==> src/hdl/uer_pkg.sv <==
// ----------------------------------------------------------------------------
// Echo ranger package
// Widths, register codes, reset values and the command and status bundles
// shared by the controller, the datapath and the top level.
// ----------------------------------------------------------------------------
package uer_pkg;

   // Most samples averaged in one reading.
   localparam int MAX_SAMPLES = 4;

   // Field and register widths.
   localparam int TICK_W   = 16;
   localparam int TRIG_W   = 8;
   localparam int DIST_W   = 17;
   localparam int SAMP_W   = 3;
   localparam int VCNT_W   = 3;
   localparam int CNT_W    = $clog2(MAX_SAMPLES + 1);
   localparam int TGT_W    = SAMP_W + 1;
   localparam int SUM_W    = DIST_W + $clog2(MAX_SAMPLES);
   localparam int ADDR_W   = 3;
   localparam int CSR_W    = 17;
   localparam int DIV_N_W  = $clog2(SUM_W);

   // Distance scale: d = (duration * 281) >> 6, in 1/256 cm.
   localparam int MUL_W      = 9;
   localparam int DIST_MUL   = 281;
   localparam int DIST_SHIFT = 6;
   localparam int PROD_W     = TICK_W + MUL_W;

   // Stream words.
   localparam int REQ_W     = 8;
   localparam int RSP_W     = 24;
   localparam int START_BIT = 0;
   localparam int ECHO_BIT  = 1;

   // Register reset values.
   localparam logic [TRIG_W-1:0] TRIG_WIDTH_RST  = 8'd10;
   localparam logic [TICK_W-1:0] ECHO_TMO_RST    = 16'd30000;
   localparam logic [TICK_W-1:0] GAP_RST         = 16'd50000;
   localparam logic [TICK_W-1:0] MIN_ECHO_RST    = 16'd100;
   localparam logic [TICK_W-1:0] MAX_ECHO_RST    = 16'd23270;
   localparam logic [DIST_W-1:0] MIN_DIST_RST    = 17'd512;
   localparam logic [DIST_W-1:0] MAX_DIST_RST    = 17'd102400;
   localparam logic [SAMP_W-1:0] SAMPLES_RST     = 3'd3;

   // Register indexes on the csr port.
   typedef enum logic [ADDR_W-1:0] {
      REG_TRIG_WIDTH = 3'd0,
      REG_ECHO_TMO   = 3'd1,
      REG_GAP        = 3'd2,
      REG_MIN_ECHO   = 3'd3,
      REG_MAX_ECHO   = 3'd4,
      REG_MIN_DIST   = 3'd5,
      REG_MAX_DIST   = 3'd6,
      REG_SAMPLES    = 3'd7
   } csr_index_type;

   // Tick counter update selected by the controller.
   typedef enum logic [1:0] {
      TC_HOLD  = 2'd0,
      TC_CLEAR = 2'd1,
      TC_ONE   = 2'd2,
      TC_INC   = 2'd3
   } tc_op_type;

   typedef struct packed {
      tc_op_type tc_op;
      logic      clr_run;
      logic      latch_dur;
      logic      idx_inc;
      logic      out_tick;
      logic      trig;
      logic      busy;
      logic      mul;
      logic      judge;
      logic      div_load;
      logic      div_step;
      logic      out_final;
   } cmd_type;

   typedef struct packed {
      logic gap_hit;
      logic tw_le1;
      logic trig_hit;
      logic tmo_hit;
      logic last_sample;
      logic out_free;
      logic div_last;
   } status_type;

endpackage

==> src/hdl/ultrasonic_echo_ranger.sv <==
// ----------------------------------------------------------------------------
// Ultrasonic echo ranger
// Runs a trigger and echo timing sequence per sample and reports the mean
// distance over the accepted samples of one reading.
// ----------------------------------------------------------------------------
// Latency: an ordinary tick gives its word in the cycle after it is accepted.
// A tick that ends a sample on a falling echo then holds off input for the
// distance multiply and the range check and accumulate. A tick that ends a
// reading adds the divider load, the bit-serial divide and the result write.
// Throughput: one tick per cycle unless a sample ends on a falling echo, a tick
// ends a reading or the output word waits for the consumer. Reset is synchronous;
// it restores the register defaults and leaves the ranger idle.
module ultrasonic_echo_ranger (
   input  logic                        clock,
   input  logic                        reset,
   // Tick input. tdata, from bit 0 up: start_req, echo, then zero padding.
   input  logic                        req_tvalid,
   output logic                        req_tready,
   input  logic [uer_pkg::REQ_W-1:0]   req_tdata,
   // Result output. tdata, from bit 0 up: trigger, busy_res, done_res,
   // distance_q8[16:0], valid_count[2:0], no_echo.
   output logic                        rsp_tvalid,
   input  logic                        rsp_tready,
   output logic [uer_pkg::RSP_W-1:0]   rsp_tdata,
   // Register write port.
   input  logic                        csr_we,
   input  logic [uer_pkg::ADDR_W-1:0]  csr_addr,
   input  logic [uer_pkg::CSR_W-1:0]   csr_wdata
);
   import uer_pkg::*;

   // The controller steps the ranging phase once per accepted tick and walks
   // the datapath through the judgment and the divide while input is held off.
   cmd_type    cmd;
   status_type status;

   uer_ctrl u_ctrl (
      .clock      (clock),
      .reset      (reset),
      .req_tvalid (req_tvalid),
      .req_tready (req_tready),
      .req_tdata  (req_tdata),
      .status     (status),
      .cmd        (cmd)
   );

   // The datapath holds the registers, counters, multiplier, divider and the
   // output word register that lets a result wait for the consumer.
   uer_datapath u_datapath (
      .clock      (clock),
      .reset      (reset),
      .csr_we     (csr_we),
      .csr_addr   (csr_addr),
      .csr_wdata  (csr_wdata),
      .cmd        (cmd),
      .status     (status),
      .rsp_tvalid (rsp_tvalid),
      .rsp_tready (rsp_tready),
      .rsp_tdata  (rsp_tdata)
   );

endmodule

==> src/hdl/uer_datapath.sv <==
// ----------------------------------------------------------------------------
// Echo ranger datapath
// Configuration registers, tick counter, distance multiplier, accumulator,
// bit-serial averaging divider and the result register.
// ----------------------------------------------------------------------------
module uer_datapath (
   input  logic                         clock,
   input  logic                         reset,
   input  logic                         csr_we,
   input  logic [uer_pkg::ADDR_W-1:0]   csr_addr,
   input  logic [uer_pkg::CSR_W-1:0]    csr_wdata,
   input  uer_pkg::cmd_type             cmd,
   output uer_pkg::status_type          status,
   output logic                         rsp_tvalid,
   input  logic                         rsp_tready,
   output logic [uer_pkg::RSP_W-1:0]    rsp_tdata
);
   import uer_pkg::*;

   logic [TRIG_W-1:0] trig_width_ff, trig_width_in;
   logic [TICK_W-1:0] echo_tmo_ff, echo_tmo_in;
   logic [TICK_W-1:0] gap_ff, gap_in;
   logic [TICK_W-1:0] min_echo_ff, min_echo_in;
   logic [TICK_W-1:0] max_echo_ff, max_echo_in;
   logic [DIST_W-1:0] min_dist_ff, min_dist_in;
   logic [DIST_W-1:0] max_dist_ff, max_dist_in;
   logic [SAMP_W-1:0] samples_ff, samples_in;

   logic [TICK_W-1:0] tick_ff, tick_in;
   logic [TICK_W:0]   tick_inc;
   logic [TICK_W-1:0] dur_ff, dur_in;
   logic [CNT_W-1:0]  idx_ff, idx_in;
   logic [CNT_W-1:0]  cnt_ff, cnt_in;
   logic [SUM_W-1:0]  sum_ff, sum_in;
   logic [PROD_W-1:0] prod_ff, prod_in;
   logic              dur_ok_ff, dur_ok_in;

   logic [PROD_W-DIST_SHIFT-1:0] dist_raw;
   logic [DIST_W-1:0]            dist_sat;
   logic                         dist_ok;

   logic [TGT_W-1:0] samp_ext;
   logic [TGT_W-1:0] target;
   logic [TGT_W-1:0] idx_next;

   logic [SUM_W-1:0]   div_q_ff, div_q_in;
   logic [CNT_W-1:0]   div_r_ff, div_r_in;
   logic [DIV_N_W-1:0] div_n_ff, div_n_in;
   logic [CNT_W:0]     div_sh;
   logic [CNT_W:0]     div_diff;
   logic               div_ge;

   logic             out_valid_ff, out_valid_in;
   logic [RSP_W-1:0] out_data_ff, out_data_in;
   logic [DIST_W-1:0] mean;

   // Configuration writes.
   always_comb begin
      trig_width_in = trig_width_ff;
      echo_tmo_in   = echo_tmo_ff;
      gap_in        = gap_ff;
      min_echo_in   = min_echo_ff;
      max_echo_in   = max_echo_ff;
      min_dist_in   = min_dist_ff;
      max_dist_in   = max_dist_ff;
      samples_in    = samples_ff;
      if (csr_we) begin
         unique case (csr_index_type'(csr_addr))
            REG_TRIG_WIDTH: trig_width_in = csr_wdata[TRIG_W-1:0];
            REG_ECHO_TMO:   echo_tmo_in   = csr_wdata[TICK_W-1:0];
            REG_GAP:        gap_in        = csr_wdata[TICK_W-1:0];
            REG_MIN_ECHO:   min_echo_in   = csr_wdata[TICK_W-1:0];
            REG_MAX_ECHO:   max_echo_in   = csr_wdata[TICK_W-1:0];
            REG_MIN_DIST:   min_dist_in   = csr_wdata[DIST_W-1:0];
            REG_MAX_DIST:   max_dist_in   = csr_wdata[DIST_W-1:0];
            REG_SAMPLES:    samples_in    = csr_wdata[SAMP_W-1:0];
            default: begin
            end
         endcase
      end
   end

   // Tick counter and sample bookkeeping.
   assign tick_inc = {1'b0, tick_ff} + 1'b1;

   always_comb begin
      case (cmd.tc_op)
         TC_CLEAR: tick_in = '0;
         TC_ONE:   tick_in = TICK_W'(1);
         TC_INC:   tick_in = tick_inc[TICK_W-1:0];
         default:  tick_in = tick_ff;
      endcase
   end

   assign dur_in = cmd.latch_dur ? tick_ff : dur_ff;

   always_comb begin
      idx_in = idx_ff;
      if (cmd.clr_run) begin
         idx_in = '0;
      end else if (cmd.idx_inc) begin
         idx_in = idx_ff + 1'b1;
      end
   end

   // Sample count is read live; zero acts as one and it saturates at the maximum.
   assign samp_ext = TGT_W'(samples_ff);
   always_comb begin
      if (samples_ff == '0) begin
         target = TGT_W'(1);
      end else if (samp_ext > TGT_W'(MAX_SAMPLES)) begin
         target = TGT_W'(MAX_SAMPLES);
      end else begin
         target = samp_ext;
      end
   end
   assign idx_next = TGT_W'(idx_ff) + 1'b1;

   // First stage of a sample's judgment: scale the duration and check its range.
   assign prod_in   = cmd.mul ? PROD_W'(dur_ff) * PROD_W'(DIST_MUL) : prod_ff;
   assign dur_ok_in = cmd.mul ? (dur_ff >= min_echo_ff && dur_ff <= max_echo_ff) : dur_ok_ff;

   // Second stage: saturate the distance, check its range and accumulate.
   assign dist_raw = prod_ff[PROD_W-1:DIST_SHIFT];
   assign dist_sat = (|dist_raw[PROD_W-DIST_SHIFT-1:DIST_W]) ? '1 : dist_raw[DIST_W-1:0];
   assign dist_ok  = dur_ok_ff && dist_sat >= min_dist_ff && dist_sat <= max_dist_ff;

   always_comb begin
      sum_in = sum_ff;
      cnt_in = cnt_ff;
      if (cmd.clr_run) begin
         sum_in = '0;
         cnt_in = '0;
      end else if (cmd.judge && dist_ok) begin
         sum_in = sum_ff + SUM_W'(dist_sat);
         cnt_in = cnt_ff + 1'b1;
      end
   end

   // Restoring divider, one quotient bit per cycle, MSB first.
   assign div_sh   = {div_r_ff, div_q_ff[SUM_W-1]};
   assign div_ge   = div_sh >= {1'b0, cnt_ff};
   assign div_diff = div_sh - {1'b0, cnt_ff};

   always_comb begin
      div_q_in = div_q_ff;
      div_r_in = div_r_ff;
      div_n_in = div_n_ff;
      if (cmd.div_load) begin
         div_q_in = sum_ff;
         div_r_in = '0;
         div_n_in = DIV_N_W'(SUM_W - 1);
      end else if (cmd.div_step) begin
         div_q_in = {div_q_ff[SUM_W-2:0], div_ge};
         div_r_in = div_ge ? div_diff[CNT_W-1:0] : div_sh[CNT_W-1:0];
         div_n_in = div_n_ff - 1'b1;
      end
   end

   // Result register.
   assign mean = div_q_ff[DIST_W-1:0];

   always_comb begin
      out_valid_in = out_valid_ff;
      out_data_in  = out_data_ff;
      if (cmd.out_tick) begin
         out_valid_in = 1'b1;
         out_data_in  = {1'b0, VCNT_W'(0), DIST_W'(0), 1'b0, cmd.busy, cmd.trig};
      end else if (cmd.out_final) begin
         out_valid_in = 1'b1;
         if (cnt_ff == '0) begin
            out_data_in = {1'b1, VCNT_W'(0), DIST_W'(0), 1'b1, 1'b0, 1'b0};
         end else begin
            out_data_in = {1'b0, VCNT_W'(cnt_ff), mean, 1'b1, 1'b0, 1'b0};
         end
      end else if (rsp_tready) begin
         out_valid_in = 1'b0;
      end
   end

   always_ff @(posedge clock) begin
      if (reset) begin
         trig_width_ff <= TRIG_WIDTH_RST;
         echo_tmo_ff   <= ECHO_TMO_RST;
         gap_ff        <= GAP_RST;
         min_echo_ff   <= MIN_ECHO_RST;
         max_echo_ff   <= MAX_ECHO_RST;
         min_dist_ff   <= MIN_DIST_RST;
         max_dist_ff   <= MAX_DIST_RST;
         samples_ff    <= SAMPLES_RST;
         tick_ff       <= '0;
         idx_ff        <= '0;
         cnt_ff        <= '0;
         sum_ff        <= '0;
         out_valid_ff  <= 1'b0;
      end else begin
         trig_width_ff <= trig_width_in;
         echo_tmo_ff   <= echo_tmo_in;
         gap_ff        <= gap_in;
         min_echo_ff   <= min_echo_in;
         max_echo_ff   <= max_echo_in;
         min_dist_ff   <= min_dist_in;
         max_dist_ff   <= max_dist_in;
         samples_ff    <= samples_in;
         tick_ff       <= tick_in;
         idx_ff        <= idx_in;
         cnt_ff        <= cnt_in;
         sum_ff        <= sum_in;
         out_valid_ff  <= out_valid_in;
      end
   end

   always_ff @(posedge clock) begin
      dur_ff      <= dur_in;
      prod_ff     <= prod_in;
      dur_ok_ff   <= dur_ok_in;
      div_q_ff    <= div_q_in;
      div_r_ff    <= div_r_in;
      div_n_ff    <= div_n_in;
      out_data_ff <= out_data_in;
   end

   // Tick count is zero as gap, rise and high phases start, so raw compares hold.
   assign status.gap_hit     = tick_ff >= gap_ff;
   assign status.tw_le1      = trig_width_ff <= TRIG_W'(1);
   assign status.trig_hit    = tick_inc >= (TICK_W + 1)'(trig_width_ff);
   assign status.tmo_hit     = tick_inc >= {1'b0, echo_tmo_ff};
   assign status.last_sample = idx_next >= target;
   assign status.out_free    = !out_valid_ff || rsp_tready;
   assign status.div_last    = div_n_ff == '0;

   assign rsp_tvalid = out_valid_ff;
   assign rsp_tdata  = out_data_ff;

endmodule

==> src/hdl/uer_ctrl.sv <==
// ----------------------------------------------------------------------------
// Echo ranger controller
// Ranging phase sequencer and the step sequencer that runs the judgment and
// the averaging divide between ticks.
// ----------------------------------------------------------------------------
module uer_ctrl (
   input  logic                       clock,
   input  logic                       reset,
   input  logic                       req_tvalid,
   output logic                       req_tready,
   input  logic [uer_pkg::REQ_W-1:0]  req_tdata,
   input  uer_pkg::status_type        status,
   output uer_pkg::cmd_type           cmd
);
   import uer_pkg::*;

   typedef enum logic [4:0] {
      PH_IDLE = 5'b00001,
      PH_GAP  = 5'b00010,
      PH_TRIG = 5'b00100,
      PH_RISE = 5'b01000,
      PH_HIGH = 5'b10000
   } phase_type;

   typedef enum logic [5:0] {
      ST_TICK  = 6'b000001,
      ST_MUL   = 6'b000010,
      ST_JUDGE = 6'b000100,
      ST_DLOAD = 6'b001000,
      ST_DIV   = 6'b010000,
      ST_FIN   = 6'b100000
   } step_type;

   phase_type phase_ff, phase_in, ph_next;
   step_type  step_ff, step_in;
   logic      final_ff, final_in;

   logic      start, echo, accept;
   logic      start_go, in_gap, gap_exit, in_trig, trig_done;
   logic      sample_end, ok, last_end;
   tc_op_type tc_op;

   assign start      = req_tdata[START_BIT];
   assign echo       = req_tdata[ECHO_BIT];
   assign req_tready = (step_ff == ST_TICK) && status.out_free;
   assign accept     = req_tvalid && req_tready;

   // Next ranging phase for the current tick. A start and an expired gap both
   // fall through into the following phase on the same tick.
   assign start_go = (phase_ff == PH_IDLE) && start;
   assign in_gap   = start_go || (phase_ff == PH_GAP);
   assign gap_exit = in_gap && status.gap_hit;
   assign in_trig  = gap_exit || (phase_ff == PH_TRIG);

   always_comb begin
      ph_next    = phase_ff;
      tc_op      = TC_HOLD;
      sample_end = 1'b0;
      ok         = 1'b0;
      trig_done  = gap_exit ? status.tw_le1 : status.trig_hit;
      if (in_trig) begin
         if (trig_done) begin
            ph_next = PH_RISE;
            tc_op   = TC_CLEAR;
         end else begin
            ph_next = PH_TRIG;
            tc_op   = gap_exit ? TC_ONE : TC_INC;
         end
      end else if (in_gap) begin
         ph_next = PH_GAP;
         tc_op   = TC_INC;
      end else if (phase_ff == PH_RISE) begin
         if (echo) begin
            ph_next = PH_HIGH;
            tc_op   = TC_CLEAR;
         end else begin
            tc_op      = TC_INC;
            sample_end = status.tmo_hit;
         end
      end else if (phase_ff == PH_HIGH) begin
         if (!echo) begin
            sample_end = 1'b1;
            ok         = 1'b1;
         end else begin
            tc_op      = TC_INC;
            sample_end = status.tmo_hit;
         end
      end
      if (sample_end) begin
         tc_op   = TC_CLEAR;
         ph_next = status.last_sample ? PH_IDLE : PH_GAP;
      end
   end

   assign last_end = sample_end && status.last_sample;

   always_comb begin
      cmd      = '0;
      cmd.tc_op = TC_HOLD;
      phase_in = phase_ff;
      step_in  = step_ff;
      final_in = final_ff;
      unique case (step_ff)
         ST_TICK: begin
            if (accept) begin
               cmd.tc_op     = tc_op;
               cmd.clr_run   = start_go;
               cmd.latch_dur = ok;
               cmd.idx_inc   = sample_end;
               cmd.trig      = in_trig;
               cmd.busy      = ph_next != PH_IDLE;
               cmd.out_tick  = !last_end;
               phase_in      = ph_next;
               final_in      = last_end;
               if (ok) begin
                  step_in = ST_MUL;
               end else if (last_end) begin
                  step_in = ST_DLOAD;
               end
            end
         end
         ST_MUL: begin
            cmd.mul = 1'b1;
            step_in = ST_JUDGE;
         end
         ST_JUDGE: begin
            cmd.judge = 1'b1;
            step_in   = final_ff ? ST_DLOAD : ST_TICK;
         end
         ST_DLOAD: begin
            cmd.div_load = 1'b1;
            step_in      = ST_DIV;
         end
         ST_DIV: begin
            cmd.div_step = 1'b1;
            if (status.div_last) begin
               step_in = ST_FIN;
            end
         end
         ST_FIN: begin
            cmd.out_final = 1'b1;
            step_in       = ST_TICK;
         end
         default: begin
            step_in = ST_TICK;
         end
      endcase
   end

   always_ff @(posedge clock) begin
      if (reset) begin
         phase_ff <= PH_IDLE;
         step_ff  <= ST_TICK;
         final_ff <= 1'b0;
      end else begin
         phase_ff <= phase_in;
         step_ff  <= step_in;
         final_ff <= final_in;
      end
   end

endmodule
==> config.mk <==
export PLATFORM = sky130hd
export DESIGN_NAME = ultrasonic_echo_ranger
export DESIGN_NICKNAME = d
export VERILOG_FILES = /design/src/hdl/uer_pkg.sv /design/src/hdl/ultrasonic_echo_ranger.sv /design/src/hdl/uer_datapath.sv /design/src/hdl/uer_ctrl.sv
export SDC_FILE = /design/constraint.sdc
export NUM_CORES = 1
export LEC_CHECK = 0
export BUFFER_PORTS_ARGS = -buffer_cell sky130_fd_sc_hd__buf_2
export CAP_MARGIN = 20
export CORE_MARGIN = 2
export CORE_UTILIZATION = 65
export DETAILED_ROUTE_END_ITERATION = 7
export PLACE_DENSITY = 0.83
export SKIP_LAST_GASP = 1
export SLEW_MARGIN = 20
export SYNTH_ARGS = -nofsm -noshare
export SYNTH_HDL_FRONTEND = slang
export SYNTH_SLANG_ARGS = --single-unit
==> constraint.sdc <==
create_clock -name clock -period 11.3 [get_ports clock]
set_clock_uncertainty 0.2 [all_clocks]
set_input_delay 2.26 -clock clock [delete_from_list [all_inputs] [get_ports clock]]
set_output_delay 2.26 -clock clock [all_outputs]
set_load 0.05 [all_outputs]
After elaboration in Yosys (flattened, before gate mapping)
Index checks and enable logic that the tools add are counted.
W data, S select, Z words.
Cells by class
  $lt $le $gt $ge: 11
  add/sub/neg operators: 7
  muxes and demuxes: 54
  $mul: 1
  reductions and logical operators: 34
  eq/ne operators: 25
Operators by type and width (number)
  $pmux W16 S3: 1
  $mux W19: 2
  $ge A16 B16 Y1: 2
  $pmux W6 S5: 1
  $mul A16 B9 Y25 const B: 1
  $mux W5: 5
  $mux W24: 1
  $mux W6: 4
  $mux W2: 11
  $mux W1: 21
  $add A19 B17 Y19: 1
  $reduce_and A2 Y1: 9
  $add A16 B1 Y17 const B: 1
  $ge A17 B16 Y1: 1
  $ge A17 B17 Y1: 1
  $ge A17 B8 Y1: 1
  $le A17 B17 Y1: 1
  $mux W17: 1
  $le A16 B16 Y1: 1
  $mux W8: 2
  $eq A3 B3 Y1 const B: 4
  $mux W4: 3
  $logic_and A1 B1 Y1: 9
  $logic_not A3 Y1: 3
  other kinds (35): 45
Word-level totals
  logic and storage cells: 156
  output and inout bits: 26
  input bits: 33
  bits in registers: 256

Logic depth before layout (Yosys ltp)
Gate-level depths: netlist (run 1).
  depth in word-level cells: 13
  depth in mapped cells: 17

Cells and area by module
Synthesis (run 1) repeated with hierarchy kept, for this count alone.
Unflattened totals
  cells, all modules: 1751
  area, all modules: 15544.9 um2
Modules (own cells, without submodules)
  uer_datapath: cells each 1615, instances 1, area each 14527.7 um2
  uer_ctrl: cells each 136, instances 1, area each 1017.2 um2

Worst setup path before layout (run 1)
Ideal clock, no wire load.
  path type: input to output
  from: input rsp_tready
  to: output req_tready
  arrival time: 2.821 ns
  stages on the path: 2
  data required time: 8.840 ns
  setup slack: 6.019 ns
  cells stage by stage: nand2b_1 and2_1
Between the ends
  cells in the longest elaborated chain, start to end: 2
RTL lines
  from (decl): RTL line ultrasonic_echo_ranger.sv:23  | input logic rsp_tready,
  $logic_or A1 B1 Y1: RTL line uer_datapath.sv:229  | assign status.out_free = !out_valid_ff || rsp_tready;
  $logic_and A1 B1 Y1: RTL line uer_ctrl.sv:45  | assign req_tready = (step_ff == ST_TICK) && status.out_free;
  to (decl): RTL line ultrasonic_echo_ranger.sv:18  | output logic req_tready,
No other way between the ends.

Worst setup path in the final report (run 1)
Same ends and word-level chain as after synthesis.

==> summary.txt, run 1 <==
Floorplan
  • Core Box Area: 0.02340 sq mm
  • Initial Util: 65.92%
  • Num rows: 56
  • Die width: 158.1 um
  • Die H: 158.1 um
  • Die ar.: 0.02498 sq mm
  • I/O pin total: 59

Logic synthesis
  • Synth Flop Type: dfxtp_1
  • Synthesized Nets: 2,024
  • Ys Warns: 0
  • Post-synthesis sequential element count: 250
  • Cells after synthesis: 1,765
  • Synthesized cell area: 0.01543 sq mm
  • Mean Syn Cell Area: 8.740 sq um
  • Post-synth cell types: 73
  • EDFF count, synth: 57
  • Share of flip-flops with an asynchronous set or reset: 0%
  • Seq/Total Area, Yosys: 36.14%

CTS
  • Clock root cell: clkbuf_16
  • CTS Sinks: 250
  • TritonCTS clock tree: done
  • Hold Buf Count CTS: 0
  • Clock latency on the worst-skew pair: 0.53 ns
  • Number of levels in the clock H-tree: 1
  • Setup Buffers After CTS: 0
  • CTS Buf Count: 26
  • Worst-case clock buffer depth: 3
  • Number of gates resized after cts: 0
  • Worst-path clk slew: 0.06 ns

Timing
  • Slew Limit Headroom: 31.37%
  • RSZ-0062 raised after global routing: false
  • Pins over their slew limit: 0
  • Fmax: 0.1863 GHz
  • Fin crit share: 47.50%
  • Fin Setup TNS: 0 ns
  • Final hold viol count: 0
  • Worst-Margin Slew: 1.003 ns
  • Final setup fails: 0
  • Hold Slack: 0.2537 ns
  • Final WS setup: 5.933 ns
  • Post-layout minimum cycle time: 5.367 ns

Power
  • Pleak: 7.618 nW
  • VDD IR max: 108.7 uV
  • Pwr Density: 113.2 mW/mm^2

Cells and area
  • Share of cells above drive strength 1: 7.048%
  • FF/Latch Area: 0.005575 sq mm
  • Highest-count cells in the layout ignoring fill and taps: nand2_1, inv_1, ha_1
  • Final net count: 2,055
  • ANT cells: 0
  • Area growth syn-to-layout: 8.459%
  • Multi-input gate area: 0.008811 sq mm
  • FILL cells: 1,839
  • Post-route cell area: 0.01673 sq mm
  • Final cell count without fillers: 2,135
  • Leading cell type in the layout, fill and taps excluded: nand2_1

Setup path
  • CP max stage cell: buf_2
  • CP Launch Point: rsp_tready
  • Worst-path cell chain: buf_2, nand2b_1, and2_1, buf_2
  • R2r endpoint: u_datapath.prod_ff[22]
  • Worst R2R Setup Slack: 6.04 ns
  • Delay of the slowest critical-path stage: 0.21 ns
  • CP endpoint: req_tready
  • R2r worst-path depth: 15
  • Worst R2R Start: u_datapath.dur_ff[8]
  • Worst setup path class: input port to output pin
  • Worst EP arrival: 2.91 ns
  • Worst Setup Start Kind: input port
  • Crit. End Element: output pin
  • Worst Path Required: 8.84 ns
  • Max Fanout on Critical Path: 4
  • Most used cell, CP: buf_2

Flow run
  • Max_cap viols: 0

Outcome
  • Outcome: finished clean

Place
  • Final Wtd Congestion: 0.9620
  • HPWL Detailed: 27,110 um
  • Dpl cell area: 0.01590 sq mm
  • Pre-CTS WS: 5.940 ns
  • Placed Cells: 2,087
  • PortBufs: 52

Global route
  • Initial antenna violation count: 0
  • Vias in the first global route: 12.48k
  • First-pass GRT wire length: 60,440 um
  • Grt ovf: 0
  • Aggregate global-route resource usage: 30.31%
  • Largest net degree at the start of global routing: 95

Detailed routing
  • Post-Route WL: 37,390 um
  • Vias per Instance: 5.947
  • DR iter-0 viols: 1,091
  • Drt first pass iters: 6
  • WL/cell: 17.51 um
  • DRC violations left: 0
  • Routed via count: 12.70k
  • Final ANT Viol Nets: 0

Worst hold path
  • Worst Hold Class: flip-flop to flip-flop
## flip-flops by register name, summed over array words and instances, names as in the netlist, 17 cells and up
signal,count
u_datapath.sum_ff,19
u_datapath.max_dist_ff,17
u_datapath.rsp_tdata,24
u_datapath.min_dist_ff,17
u_datapath.prod_ff,19
u_datapath.div_q_ff,19
## how the worst min path moves through the flow
| stage | startpoint | endpoint | slack (ns) | cells after the start |
|---|---|---|---|---|
| 5_1_grt | u_datapath.gap_ff[11] | u_datapath.gap_ff[11] | 0.27 | 2 |
| 6_report | u_datapath.max_dist_ff[11] | u_datapath.max_dist_ff[11] | 0.25 | 2 |
| 4_1_cts | u_datapath.max_echo_ff[4] | u_datapath.max_echo_ff[4] | 0.26 | 2 |
| 3_3_place_gp | u_datapath.gap_ff[3] | u_datapath.gap_ff[3] | 0.24 | 2 |
| 2_1_floorplan | u_datapath.div_r_ff[2] | u_datapath.div_r_ff[2] | 0.23 | 2 |
| 3_5_place_dp | u_datapath.min_dist_ff[14] | u_datapath.min_dist_ff[14] | 0.25 | 2 |
## layer usage
layer / part of all wire (%) / vias up / GRT usage [%]
li1: - / 6162 / -
met1: 41 / 5938 / 38.09
met2: 47 / 471 / 51.97
met3: 7.7 / 125 / 4.572
met4: 4.1 / 0 / 12.87
met5: 0 / - / 0
## cell usage after synthesis (11+ instances only)
| cell type | number | area [sq um] |
|---|---|---|
| nand4_1 | 16 | 100.1 |
| xor2_1 | 14 | 122.6 |
| nor2_1 | 113 | 424.2 |
| nand2b_1 | 17 | 106.4 |
| nor3_1 | 26 | 130.1 |
| a21oi_1 | 134 | 670.6 |
| o21a_1 | 15 | 112.6 |
| o21ai_0 | 47 | 235.2 |
| or3_1 | 25 | 156.4 |
| clkbuf_1 | 50 | 187.7 |
| mux2i_1 | 21 | 210.2 |
| nor2b_1 | 11 | 68.82 |
| nand2_1 | 283 | 1062 |
| a211o_1 | 27 | 236.5 |
| a22o_1 | 21 | 183.9 |
| a211oi_1 | 21 | 157.7 |
| a21o_1 | 28 | 210.2 |
| xnor2_1 | 33 | 289.0 |
| nand3_1 | 26 | 130.1 |
| fa_1 | 25 | 500.5 |
| edfxtp_1 | 57 | 1712 |
| inv_1 | 204 | 765.7 |
| dfxtp_1 | 193 | 3864 |
| ha_1 | 201 | 2515 |
## cell families (layout without fill, tap and decap cells)
family                   after synthesis  count (layout)  synth area share, %
buffers and inverters                265             316                6.837
adder cells (fa/ha/maj)              226             226                19.55
flip-flops                           250             250                36.14
AO/OA/AOI/OAI                        365             365                15.64
XOR/XNOR                              47              47                2.669
AND/OR/NAND/NOR                      591             591                17.80
multiplexers                          21              21                1.363
## report_power, final
part / internal, mW / leakage [nW] / total, mW / switching (mW)
registers: 0.925 / 2.11 / 0.936 / 0.0101
logic: 0.0389 / 5.10 / 0.126 / 0.0875
clock network: 0.487 / 0.407 / 0.832 / 0.345
## final cells by class
type | count | share of cell area, %
clock buffer | 41 | 4.592
clock inverter | 7 | 0.3515
inverter | 204 | 4.577
multi-input combinational | 1250 | 52.66
sequential | 250 | 33.32
tap | 319 | 2.386
timing repair buffer | 64 | 2.109
## critical path: cells and delay by family
family / cells / cell delay (ns)
buf+inv: 2 / 0.30
simple gates: 2 / 0.34
## through the flow
stage	utilization, %	power [mW]
detailed placement	67.96	1.078
finish	71.49	1.894
CTS	71.49	1.900
floorplan	-	1.041
global placement	67.93	1.073
global route	71.49	1.950
Power figures use the tool's default switching activity.
==> inputs of run 2 (changes only) <==
--- a/config.mk
+++ b/config.mk
@@ -8,9 +8,9 @@
 export BUFFER_PORTS_ARGS = -buffer_cell sky130_fd_sc_hd__buf_2
 export CAP_MARGIN = 20
 export CORE_MARGIN = 2
-export CORE_UTILIZATION = 65
+export CORE_UTILIZATION = 57
 export DETAILED_ROUTE_END_ITERATION = 7
-export PLACE_DENSITY = 0.83
+export PLACE_DENSITY = 0.77
 export SKIP_LAST_GASP = 1
 export SLEW_MARGIN = 20
 export SYNTH_ARGS = -nofsm -noshare
==> constraint.sdc (replaced) <==
create_clock -name clock -period 4.5 [get_ports clock]
set_clock_uncertainty 0.2 [all_clocks]
set_input_delay 0.9 -clock clock [delete_from_list [all_inputs] [get_ports clock]]
set_output_delay 0.9 -clock clock [all_outputs]
set_load 0.05 [all_outputs]
==> summary.txt, run 2 (same netlist as run 1, synthesis figures left out) <==
Cells and area
  • Area growth syn-to-layout: 12.56%
  • FF/Latch Area: 0.005575 sq mm
  • Final net count: 2,119
  • Final cell count without fillers: 2,222
  • Leading cell type in the layout, fill and taps excluded: nand2_1
  • Post-layout util: 64.97%
  • ANT cells: 0
  • Share of cells above drive strength 1: 11.22%
  • Highest-count cells in the layout ignoring fill and taps: nand2_1, inv_1, ha_1
  • Max reg flops: 24
  • Multi-input gate area: 0.008910 sq mm
  • FILL cells: 2,203

CTS
  • Clock root cell: clkbuf_16
  • Number of levels in the clock H-tree: 1
  • Worst-case clock buffer depth: 3
  • CTS Buf Count: 27
  • CTS Sinks: 250
  • Worst-path clk slew: 0.06 ns
  • Clock latency on the worst-skew pair: 0.54 ns
  • Hold Buf Count CTS: 0
  • TritonCTS clock tree: done

Timing
  • Final WS setup: -0.06086 ns
  • Final hold viol count: 0
  • Hold Slack: 0.2530 ns
  • Worst-Margin Slew: 1.044 ns
  • Post-layout minimum cycle time: 4.561 ns
  • RSZ-0062 raised after global routing: true
  • Final setup fails: 2
  • Pins over their slew limit: 0
  • Fin crit share: 101.4%
  • Fmax: 0.2193 GHz
  • Slew Limit Headroom: 30.40%

Detailed routing
  • Drt first pass iters: 5
  • Final ANT Viol Nets: 0
  • Vias per Instance: 5.677
  • DRC violations left: 0
  • Routed via count: 12.62k
  • Post-Route WL: 37,760 um
  • WL/cell: 16.99 um
  • DR iter-0 viols: 900

Power
  • Pleak: 7.984 nW
  • Pwr Density: 278.7 mW/mm^2
  • Power Total: 4.838 mW
  • VDD IR max: 353.0 uV

Global route
  • Aggregate global-route resource usage: 26.52%
  • M3 GR Usage: 2.759%
  • Vias in the first global route: 12.28k
  • Largest net degree at the start of global routing: 64
  • Met2 usage: 46.86%
  • Grt ovf: 0
  • GR peak layer: met2
  • GRT met1 Usage: 34.19%
  • Initial antenna violation count: 0
  • First-pass GRT wire length: 60,890 um

Floorplan
  • Die ar.: 0.02840 sq mm
  • I/O pin total: 59
  • Core Box Area: 0.02673 sq mm
  • Die H: 168.5 um
  • Die width: 168.5 um
  • Initial Util: 57.72%
  • Num rows: 60

Setup path
  • Max Fanout on Critical Path: 3
  • Crit. End Element: flip-flop
  • Worst setup path class: flip-flop to flip-flop
  • Worst Path Required: 4.60 ns
  • Worst Setup Start Kind: flip-flop
  • Worst EP arrival: 4.66 ns

Outcome
  • Outcome: complete, but fails checks
  • Failing checks: negative setup slack

Worst hold path
  • Worst Hold Class: flip-flop to flip-flop

Place
  • HPWL Detailed: 28,250 um
  • PortBufs: 52
  • Final Wtd Congestion: 0.9347
  • Placed Cells: 2,168

Flow run
  • Max_cap viols: 0
==> run 2: what timing repair did <==
item | 4_1_cts | 5_1_grt
hold endpoints to repair | 0 | 0
setup endpoints to repair | 4 | 5
pin swaps | 1 | 3
setup buffers | 2 | 1
resized for setup | 2 | 10
==> run 2: layout make-up <==
class | count | area share [%]
Multi-Input combinational cell | 1250 | 51.32
Clock buffer | 37 | 4.403
Sequential cell | 250 | 32.11
Inverter | 204 | 4.410
Timing Repair Buffer | 127 | 4.756
Tap cell | 341 | 2.457
Clock inverter | 13 | 0.5477
==> run 2: metrics by stage <==
step	setup TNS (ns)	instance area, sq um	setup WS (ns)
floorplan	0	15460	0.03387
global placement	0	16410	0.002374
detailed placement	-0.1397	16410	-0.07826
CTS	-0.02676	17290	-0.02676
global route	-0.6304	17360	-0.2123
finish	-0.07923	17360	-0.06086
==> run 2: routing by layer <==
layer  share of wire, %  vias up  wire, um
li1                   -     6285         -
met1                 45     5965     16920
met2                 48      286     18060
met3                4.0       79      1515
met4                3.4        0      1265
met5                  0        -         0
==> run 2: final timing paths <==
kind / startpoint / endpoint / slack (ns) / cells after the start
worst max-delay path: u_datapath.dur_ff[7] / u_datapath.prod_ff[22] / -0.06 / 15
worst min-delay path: u_datapath.max_echo_ff[10] / u_datapath.max_echo_ff[10] / 0.25 / 2
worst max register to register: u_datapath.dur_ff[7] / u_datapath.prod_ff[22] / -0.06 / 15
worst min register to register: u_datapath.max_echo_ff[10] / u_datapath.max_echo_ff[10] / 0.25 / 2
==> run 2: where the power goes <==
group / internal (mW) / switching, mW
Clock: 1.24 / 0.911
Combinational: 0.107 / 0.230
Sequential: 2.32 / 0.0219
Total: 3.68 / 1.16
==> run 2: critical path, stage by stage (launching register included) <==
cell	delay, ns
edfxtp_1	0.42
ha_1	0.32
ha_1	0.27
inv_1	0.05
fa_1	0.54
inv_1	0.06
fa_1	0.57
ha_4	0.21
o21a_1	0.19
o21ai_2	0.15
nor3b_4	0.25
a2111oi_2	0.10
o31a_1	0.29
or4_4	0.45
a31oi_4	0.17
xnor2_1	0.07
==> inputs of run 3 (changes only) <==
--- a/config.mk
+++ b/config.mk
@@ -15,4 +15,5 @@
 export SLEW_MARGIN = 20
 export SYNTH_ARGS = -nofsm -noshare
 export SYNTH_HDL_FRONTEND = slang
+export SYNTH_HIERARCHICAL = 1
 export SYNTH_SLANG_ARGS = --single-unit
==> summary.txt, run 3 <==
Logic synthesis
  • Synth Flop Type: dfxtp_1
  • Synth top area share: 24.86%
  • Post-synth cell types: 78
  • Post-synthesis sequential element count: 250
  • Seq/Total Area, Yosys: 35.87%
  • Most frequent cell after synthesis: nand2_1
  • Area contributors post-synth: dfxtp_1, ha_1, edfxtp_1
  • Synthesized Nets: 2,010
  • Yosys top cell by area: dfxtp_1
  • Synth cell count leaders: nand2_1, ha_1, dfxtp_1
  • Share of flip-flops with an asynchronous set or reset: 0%
  • Mean Syn Cell Area: 8.878 sq um
  • Ys Warns: 6
  • Cells after synthesis: 1,751
  • Synthesized cell area: 0.01554 sq mm
  • EDFF count, synth: 57

Power
  • Clock share of power: 42.7%
  • Reg power frac: 42.9%
  • Internal: 4.156 mW
  • VDD IR max: 496.8 uV
  • Power Total: 5.646 mW
  • Psw: 1.490 mW
  • Switching share of power: 26.40%
  • Pleak: 7.921 nW
  • Comb power frac: 14.4%
  • Pwr Density: 320.0 mW/mm^2

Flow run
  • Max_cap viols: 0

Global route
  • First-pass GRT wire length: 60,730 um
  • Aggregate global-route resource usage: 26.24%
  • Largest net degree at the start of global routing: 70
  • Grt ovf: 0
  • Vias in the first global route: 12.25k
  • Initial antenna violation count: 0

Detailed routing
  • DR iter-0 viols: 952
  • Post-Route WL: 38,380 um
  • Routed via count: 12.82k
  • DRC violations left: 0
  • Drt first pass iters: 5
  • Vias per Instance: 5.834
  • Final ANT Viol Nets: 0
  • WL/cell: 17.46 um

Place
  • PortBufs: 52
  • Final Wtd Congestion: 0.9088
  • Pre-CTS WS: -0.07473 ns
  • HPWL Detailed: 28,400 um

Floorplan
  • Die width: 169.1 um
  • Die H: 169.1 um
  • Die ar.: 0.02861 sq mm
  • I/O pin total: 59
  • Initial Util: 57.84%
  • Core Box Area: 0.02688 sq mm
  • Num rows: 60

Timing
  • Final WS setup: 0.08822 ns
  • Fmax: 0.2267 GHz
  • Final hold viol count: 0
  • Final setup fails: 0
  • Worst-Margin Slew: 0.8652 ns
  • Fin Setup TNS: 0 ns
  • Slew Limit Headroom: 42.32%
  • Pins over their slew limit: 0
  • Fin crit share: 98.04%
  • Post-layout minimum cycle time: 4.412 ns
  • Hold Slack: 0.2522 ns

CTS
  • Worst-case clock buffer depth: 3
  • Clock root cell: clkbuf_16
  • Hold Buf Count CTS: 0
  • CTS Sinks: 250
  • Clock latency on the worst-skew pair: 0.54 ns
  • Number of levels in the clock H-tree: 1
  • Worst-path clk slew: 0.06 ns
  • TritonCTS clock tree: done
  • CTS Buf Count: 27

Setup path
  • Worst setup path class: flip-flop to flip-flop
  • Worst R2R Start: u_datapath/dur_ff[6]
  • Worst-path cell chain: ha_1, ha_1, fa_1, inv_1, fa_1, inv_1, ha_1, nand2_1, o21ai_0, buf_4, o21ai_0, a211oi_1, o41ai_1, xnor2_1
  • Worst Path Required: 4.58 ns
  • Worst Setup Start Kind: flip-flop
  • Delay of the slowest critical-path stage: 0.55 ns
  • CP bufs+invs: 3
  • Max Fanout on Critical Path: 5
  • Worst R2R Setup Slack: 0.09 ns
  • Most used cell, CP: ha_1
  • Worst EP arrival: 4.49 ns
  • CP max stage cell: fa_1
  • CP Launch Point: u_datapath/dur_ff[6]
  • CP top delay family: adder cells
  • Crit. End Element: flip-flop

Cells and area
  • Area growth syn-to-layout: 13.50%
  • Final net count: 2,096
  • FILL cells: 2,144
  • Leading cell type in the layout, fill and taps excluded: nand2_1
  • Highest-count cells in the layout ignoring fill and taps: nand2_1, ha_1, dfxtp_1
  • Max reg flops: 24
  • Post-layout util: 65.65%
  • Share of cells above drive strength 1: 12.71%
  • ANT cells: 0

Outcome
  • Outcome: finished clean

Worst hold path
  • Hold wc startpoint: u_datapath/min_echo_ff[9]
  • Worst Hold Class: flip-flop to flip-flop
[run 3: cell types whose count changed in the layout (fill, tap and decap cells not counted), moves of 9 or more]
cell,delta
nand2_1,-70
o21a_1,-9
nor2_1,+27
mux2_2,+19
a21oi_1,+17
inv_1,-25
[run 3: cells by family after synthesis]
| kind of cell | share of synthesized area, % |
|---|---|
| simple gates | 16.56 |
| flops | 35.87 |
| mux | 2.535 |
| compound gates | 16.43 |
| buf+inv | 6.173 |
| fa+ha+maj | 19.40 |
| xor+xnor | 3.043 |
[run 3: per-stage QoR]
stage | instances | cell area, sq um
finish | 2198 | 17640
global route | 2198 | 17640
CTS | 2195 | 17470
detailed placement | 2145 | 16490
global placement | 2145 | 16490
floorplan | 1751 | 15550
[run 3: power groups by stage]
stage / sequential [mW] / clock (mW) / combinational, mW
4_1_cts: 2.42 / 2.44 / 0.788
2_1_floorplan: 2.47 / 0 / 0.550
6_report: 2.42 / 2.41 / 0.816
3_5_place_dp: 2.47 / 0 / 0.779
3_3_place_gp: 2.46 / 0 / 0.757
5_1_grt: 2.43 / 2.53 / 0.894
[run 3: final timing paths]
| check | endpoint | cells after the start |
|---|---|---|
| max | u_datapath/prod_ff[18] | 14 |
| min | u_datapath/min_echo_ff[9] | 2 |
| max reg2reg | u_datapath/prod_ff[18] | 14 |
| min reg2reg | u_datapath/min_echo_ff[9] | 2 |
[run 3: area by class of cell]
| type | count | area [sq um] | area share, % |
|---|---|---|---|
| clock buffers | 33 | 739.5 | 4.191 |
| inverters | 179 | 671.9 | 3.808 |
| clock inverters | 16 | 227.7 | 1.291 |
| multi-input cells | 1256 | 9178 | 52.02 |
| repair buffers | 123 | 824.5 | 4.673 |
| well taps | 341 | 426.7 | 2.418 |
| flip-flops and latches | 250 | 5575 | 31.60 |
[run 3: worst min-delay path, cell delays in order, from the launching register on]
cell,delay [ns]
dfxtp_1,0.31
nand2_1,0.05
a21oi_1,0.05
[run 3: metal layers]
metal,vias up,GRT usage (%),share of wire (%)
met2,406,48.39,50
met3,117,2.892,4.8
li1,6273,-,-
met5,-,0,0
met4,0,10.48,4.4
met1,6028,31.11,41
[run 3: timing repair]
action,4_1_cts,5_1_grt
cloned,0,0
endpoints found under the hold margin,0,0
pin swaps,1,11
resized for setup,2,31
buffers inserted,1,3
setup endpoints to repair,14,42
